--- config.mk ---
export PLATFORM = sky130hd
export DESIGN_NAME = gb3_window
export DESIGN_NICKNAME = d
export VERILOG_FILES = /design/src/gb3_pkg.sv /design/src/gb3_cell.sv /design/src/gb3_window.sv
export SDC_FILE = /design/constraint.sdc
export NUM_CORES = 1
export LEC_CHECK = 0
export BUFFER_PORTS_ARGS = -buffer_cell sky130_fd_sc_hd__buf_2
export CORE_MARGIN = 3
export CORE_UTILIZATION = 60
export DETAILED_ROUTE_END_ITERATION = 10
export PLACE_DENSITY = 0.8
export SYNTH_ARGS = -nofsm -noshare
export SYNTH_HDL_FRONTEND = slang
export SYNTH_SLANG_ARGS = --single-unit
--- constraint.sdc ---
create_clock -name clk -period 5.4 [get_ports clk]
set_clock_uncertainty 0.1 [all_clocks]
set_input_delay 0.54 -clock clk [delete_from_list [all_inputs] [get_ports clk]]
set_output_delay 0.54 -clock clk [all_outputs]
set_load 0.005 [all_outputs]
--- src/gb3_pkg.sv ---
package gb3_pkg;

	localparam int MAX_WIDTH    = 1024;
	localparam int MAX_CHANNELS = 4;
	localparam int LINE_DEPTH   = MAX_WIDTH * MAX_CHANNELS;
	localparam int IDX_W        = $clog2(LINE_DEPTH);
	localparam int COL_W        = $clog2(MAX_WIDTH);
	localparam int CHAN_W       = $clog2(MAX_CHANNELS);
	localparam int CELLS        = 2 * MAX_CHANNELS;
	localparam int CELL_IW      = $clog2(CELLS);
	localparam int PIX_W        = 8;
	localparam int CW_W         = PIX_W + 2;
	localparam int SUM_W        = PIX_W + 4;
	localparam int LINE_W       = 2 * PIX_W;
	localparam int ADDR_W       = 4;
	localparam int DATA_W       = 32;
	localparam int OUTQ_DEPTH   = 4;
	localparam int OQ_AW        = $clog2(OUTQ_DEPTH);
	localparam int OQ_CW        = OQ_AW + 1;

	localparam logic [10:0] WIDTH_RST  = 11'd640;
	localparam logic [11:0] HEIGHT_RST = 12'd480;
	localparam logic [2:0]  CHAN_RST   = 3'd1;

	localparam logic ACT_SAMPLE = 1'b0;
	localparam logic ACT_DRAIN  = 1'b1;

	localparam logic [1:0] REG_IMAGE_WIDTH   = 2'd0;
	localparam logic [1:0] REG_IMAGE_HEIGHT  = 2'd1;
	localparam logic [1:0] REG_CHANNEL_COUNT = 2'd2;

	typedef struct packed {
		logic             action;
		logic [PIX_W-1:0] sample_value;
	} src_t;

	typedef struct packed {
		logic [PIX_W-1:0] pixel_out;
		logic             end_of_frame;
	} dst_t;

	typedef struct packed {
		logic shift;
		logic emit1;
		logic left_mask;
	} win_ctl_t;

endpackage

--- src/gb3_cell.sv ---
module gb3_cell import gb3_pkg::*; (
	input  logic            clk,
	input  logic            arst_n,
	input  logic            en,
	input  logic [CW_W-1:0] d,
	output logic [CW_W-1:0] q
);

	logic [CW_W-1:0] wt_q;

	always_ff @(posedge clk or negedge arst_n) begin
		if (!arst_n) begin
			wt_q <= '0;
		end else if (en) begin
			wt_q <= d;
		end
	end

	assign q = wt_q;

endmodule

--- src/gb3_window.sv ---
module gb3_window import gb3_pkg::*; (
	input  logic              clk,
	input  logic              arst_n,
	input  win_ctl_t          ctl,
	input  logic [PIX_W-1:0]  top,
	input  logic [PIX_W-1:0]  mid,
	input  logic [PIX_W-1:0]  bot,
	input  logic [CHAN_W-1:0] chan_m1,
	output logic [PIX_W-1:0]  pixel
);

	logic [CW_W-1:0]  new_cw;
	logic [CW_W-1:0]  cell_q [CELLS];
	logic [CW_W-1:0]  tap_a;
	logic [CW_W-1:0]  tap_b;
	logic [CW_W-1:0]  left;
	logic [CW_W-1:0]  right;
	logic [SUM_W-1:0] sum;

	// column weight 1 2 1
	assign new_cw = {2'b00, top} + {1'b0, mid, 1'b0} + {2'b00, bot};

	for (genvar j = 0; j < CELLS; j++) begin : g_cell
		if (j == 0) begin : g_head
			gb3_cell u_cell (
				.clk   (clk),
				.arst_n(arst_n),
				.en    (ctl.shift),
				.d     (new_cw),
				.q     (cell_q[j])
			);
		end else begin : g_body
			gb3_cell u_cell (
				.clk   (clk),
				.arst_n(arst_n),
				.en    (ctl.shift),
				.d     (cell_q[j-1]),
				.q     (cell_q[j])
			);
		end
	end

	// same channel one and two pixels back
	assign tap_a = cell_q[CELL_IW'(chan_m1)];
	assign tap_b = cell_q[{chan_m1, 1'b1}];

	assign left  = ctl.left_mask ? '0 : tap_b;
	assign right = ctl.emit1 ? new_cw : '0;
	assign sum   = {2'b00, left} + {1'b0, tap_a, 1'b0} + {2'b00, right};
	assign pixel = sum[SUM_W-1:4];

endmodule

### Word level (Yosys, flattened, before mapping)

Index checks and enable logic that the tools add are counted.

* input port bits: 31
* register bits after elaboration: 80
* word-level logic and storage cells: 24

* add/subtract/negate cells: 4
* multiplexer cells: 8
* $lt $le $gt $ge: 2
* bitwise operators: 2

Operators by type and width (number)
* $bmux W10 S3: 2
* $mux W10: 6
* $add A10 B11 Y12: 1
* $add A12 B10 Y12: 1
* $add A10 B8 Y10: 1
* $add A8 B9 Y10: 1
* $ge A4 B4 Y1 const B: 2
* $not A2 Y4: 1
* $not A3 Y4: 1

### Longest topological paths before layout

* word-level depth: 7
* depth in mapped cells: 17

### By module

A second synthesis with hierarchy kept.

* cell total of the unflattened synthesis: 360
* area, all modules: 5013.6 sq um

Modules (own cells, without submodules)
* gb3_cell: cells an instance 21, area an instance 411.6 sq um, seq. area each 250.2 sq um, instances 8
* gb3_window: cells an instance 192, area an instance 1720.4 sq um, seq. area each 0.0 sq um, instances 1

### Worst setup path after synthesis

OpenSTA, ideal clock, no wires.

* kind: input to output
* start point: input port top[1]
* end point: output port pixel[7]
* cell stages on the path: 17
* arrival: 4126 ps
* setup slack: 634 ps
* required time: 4760 ps
* cells stage by stage: inv_1 -> fa_1 -> inv_1 -> ha_1 -> fa_1 -> a21o_1 -> a21o_1 -> a2111o_1 -> a31oi_1 -> nand2b_1 -> fa_1 -> inv_1 -> ha_1 -> a21oi_1 -> o21ai_0 -> a31o_1 -> a21o_1

* word-level cells in the longest chain between the ends: 4

RTL lines
* start: declaration: RTL line gb3_window.sv:5 `input logic [PIX_W-1:0] top,`
* $add A8 B9 Y10: RTL line gb3_window.sv:21 `assign new_cw = {2'b00, top} + {1'b0, mid, 1'b0} + {2'b00, bot};`
* $add A10 B8 Y10: RTL line gb3_window.sv:21
* $mux W10: RTL line gb3_window.sv:48 `assign right = ctl.emit1 ? new_cw : '0;`
* $add A12 B10 Y12: RTL line gb3_window.sv:49 `assign sum = {2'b00, left} + {1'b0, tap_a, 1'b0} + {2'b00, right};`
* end: declaration: RTL line gb3_window.sv:9 `output logic [PIX_W-1:0] pixel`

No other way between the ends.

### Worst setup path after layout

Ends and elaborated chain as after synthesis.

==> flow_metrics.py <==
metrics = {
    "grt": {
        "track_usage_pct": 20.5,
        "grt_pass1_vias": 2945,
        "grt_max_degree": 86,
        "grt-ovfl-total": 0,
        "antenna_found_initial": 0,
        "grt_pass1_wl_mm": 14.0,
    },
    "logic_synthesis": {
        "seq_area_frac_synth_pct": 43.0,
        "syn_nets": 415,
        "synth-seq-cells": 80,
        "syn_area_um2": 4650,
        "synth_cells": 349,
        "ys_types": 38,
        "syn_area_per_cell_um2": 13.3,
        "synth_warnings": 0,
    },
    "final_layout": {
        "final_cell_mix": "dfrtp_1 (80), mux2_2 (78), buf_2 (36), inv_1 (32), mux4_2 (20)",
        "multiInputGateArea_um2": 2500,
        "n_antenna_cell": 0,
        "ff_latch_area_um2": 2000,
        "layout-drive-gt1-share_pct": 40.5,
        "fillCellCount": 509,
        "final_common_cell": "dfrtp_1",
        "area_delta_synth_final_pct": 11.5,
        "fin_nets": 449,
        "final_area_um2": 5190,
        "finalNonFillerCells": 487,
    },
    "sta": {
        "tightest_slew_ns": 1.04,
        "slew_headroom_pct": 30.5,
        "fin_ws_ns": 0.227,
        "fin_crit_ns": 5.17,
        "rsz0062_at_grt": "no",
        "max_freq_ghz": 0.193,
        "post-route-period-util_pct": 95.8,
        "drv_slew": 0,
        "fin_tns_setup_ns": 0,
        "setup_viol": 0,
        "hold_viol": 0,
    },
    "floorplan": {
        "core-area_um2": 7370,
        "die_w_um": 94.1,
        "dieArea_um2": 8850,
        "die_y_um": 94.1,
        "start_util_pct": 63.2,
        "row_count": 31,
        "ios": 39,
    },
    "clock_tree": {
        "cts_resized": 0,
        "htree_levels": 3,
        "numCtsBuffers": 9,
        "cts_max_path_buffers": 2,
        "cts.sinks": 80,
        "postCtsHoldBufs": 0,
        "post_cts_buffers": 0,
        "clk_pin_slew_ns": 0.09,
        "cts-root-buf": "clkbuf_8",
        "cts_tree": "built",
        "clock_latency_ns": 0.36,
    },
    "routing": {
        "drt_iter0_drc": 151,
        "drc": 0,
        "ant_nets": 0,
        "avgViaCountPerCell": 5.85,
        "wl_mm": 8.23,
        "first_pass_iters": 5,
        "num_vias": 2848,
        "wire_per_inst_um": 16.9,
    },
    "pwr": {
        "power_mw": 2.96,
        "p_leak_nw": 2.36,
        "p_per_area_nw_per_um2": 570,
        "ir_drop_v": 0.000286,
    },
    "placed_design": {
        "dp_cells": 471,
        "pre_cts_slack_ns": 0.179,
        "gp_congestion": 0.825,
        "port_buffers": 38,
        "place_area_um2": 4910,
        "dpl.hpwl_mm": 5.66,
    },
    "setup_path": {
        "start_kind": "input pin",
        "arrival_ns": 4.53,
        "crit_type": "in2out",
        "end_kind": "output port",
        "required_ns": 4.76,
        "cp_max_fo": 7,
    },
    "hold_path": {
        "hp-class": "in2async",
    },
    "run_status": {
        "status": "completed",
    },
    "run": {
        "maxCapViolCount": 0,
    },
}
synth_stat cells (all sizes together):
master	instances	area share, %
nor2	4	0.32
nand2	11	0.89
nor4	1	0.13
buf	4	0.38
nand2b	12	1.6
a31oi	2	0.27
nand3	3	0.32
inv	32	2.6
fa	17	7.3
clkbuf	11	0.89
a311oi	1	0.19
a21oi	8	0.86
xor2	5	0.94
o21ai	5	0.54
nor3b	1	0.16
or2	1	0.13
o21a	1	0.16
o311a	1	0.22
xnor2	6	1.1
a21o	5	0.81
and3	2	0.27
ha	18	4.8
dfrtp	80	43
nor2b	4	0.54
nor4b	1	0.19
o211ai	2	0.32
o31ai	1	0.16
o21bai	2	0.32
nand4b	1	0.19
mux2i	2	0.43
a31o	1	0.19
or4	1	0.16
mux2	78	19
and4b	2	0.43
a2111o	1	0.24
mux4	20	9.7
a211oi	2	0.32
state kept, by name, summed over array words and instances, names as in the netlist:
register,flops
g_cell.g_head.u_cell.q,10
g_cell.g_body.u_cell.q,70
per-stage QoR:
stage,hold slack (ns),utilization (%)
2_1_floorplan,0.144,-
3_3_place_gp,0.380,66.7
3_5_place_dp,0.389,66.7
4_1_cts,0.270,70.1
5_1_grt,0.313,70.4
6_report,0.214,70.4
layout make-up:
type                       count  share of cell area, %
multi-input combinational    222                   48.1
timing repair buffer          38                   3.76
inverter                      32                   2.31
clock inverter                 6                   2.22
tap                           99                   2.39
clock buffer                  10                   2.65
sequential                    80                   38.6
cells by family (layout without fill, tap and decap cells):
group	Yosys count	after routing	synth area share, %
AOI/OAI and AO/OA	32	32	4.60
xor gates and xnor gates	11	11	2.07
buffers and inverters	47	86	3.84
and+or+nand+nor	44	44	5.35
muxes	100	100	29.0
DFF	80	80	43.0
adders and majority gates	35	35	12.2
report_power, final:
part | total (mW) | internal [mW] | switching (mW)
sequential | 1.05 | 0.869 | 0.182
combinational | 1.35 | 0.731 | 0.623
clock | 0.553 | 0.322 | 0.231
total | 2.96 | 1.92 | 1.04
per-layer routing:
metal / track usage [%] / share of wire [%]
met1: 29.6 / 48
met2: 30.9 / 46
met3: 3.29 / 4.9
met4: 9.27 / 1.4
met5: 0 / 0
path summary, 6_finish.rpt:
| check | end | cells after the start | slack (ns) | start |
|---|---|---|---|---|
| min in group clk | g_cell[7].g_body.u_cell.q[6] | 1 | 0.41 | g_cell[6].g_body.u_cell.q[6] |
| min | g_cell[5].g_body.u_cell.q[7] | 1 | 0.21 | arst_n |
| max reg2reg | g_cell[0].g_head.u_cell.q[7] | 3 | 4.23 | g_cell[0].g_head.u_cell.q[7] |
| max | pixel[7] | 19 | 0.23 | top[1] |
| min reg2reg | g_cell[7].g_body.u_cell.q[6] | 1 | 0.41 | g_cell[6].g_body.u_cell.q[6] |
| max in group asynchronous | g_cell[1].g_body.u_cell.q[0] | 1 | 4.33 | arst_n |
critical path, stage by stage:
cell      delay [ns]
buf_2           0.08
inv_1           0.05
fa_1            0.53
inv_1           0.04
ha_1            0.23
fa_2            0.37
a21o_1          0.16
a21o_1          0.22
a2111o_1        0.43
a31oi_2         0.18
nand2b_1        0.14
fa_1            0.41
inv_1           0.07
ha_2            0.31
a21oi_1         0.14
o21ai_0         0.10
a31o_1          0.22
a21o_1          0.19
buf_2           0.12
(Power assumes the default switching activity.)
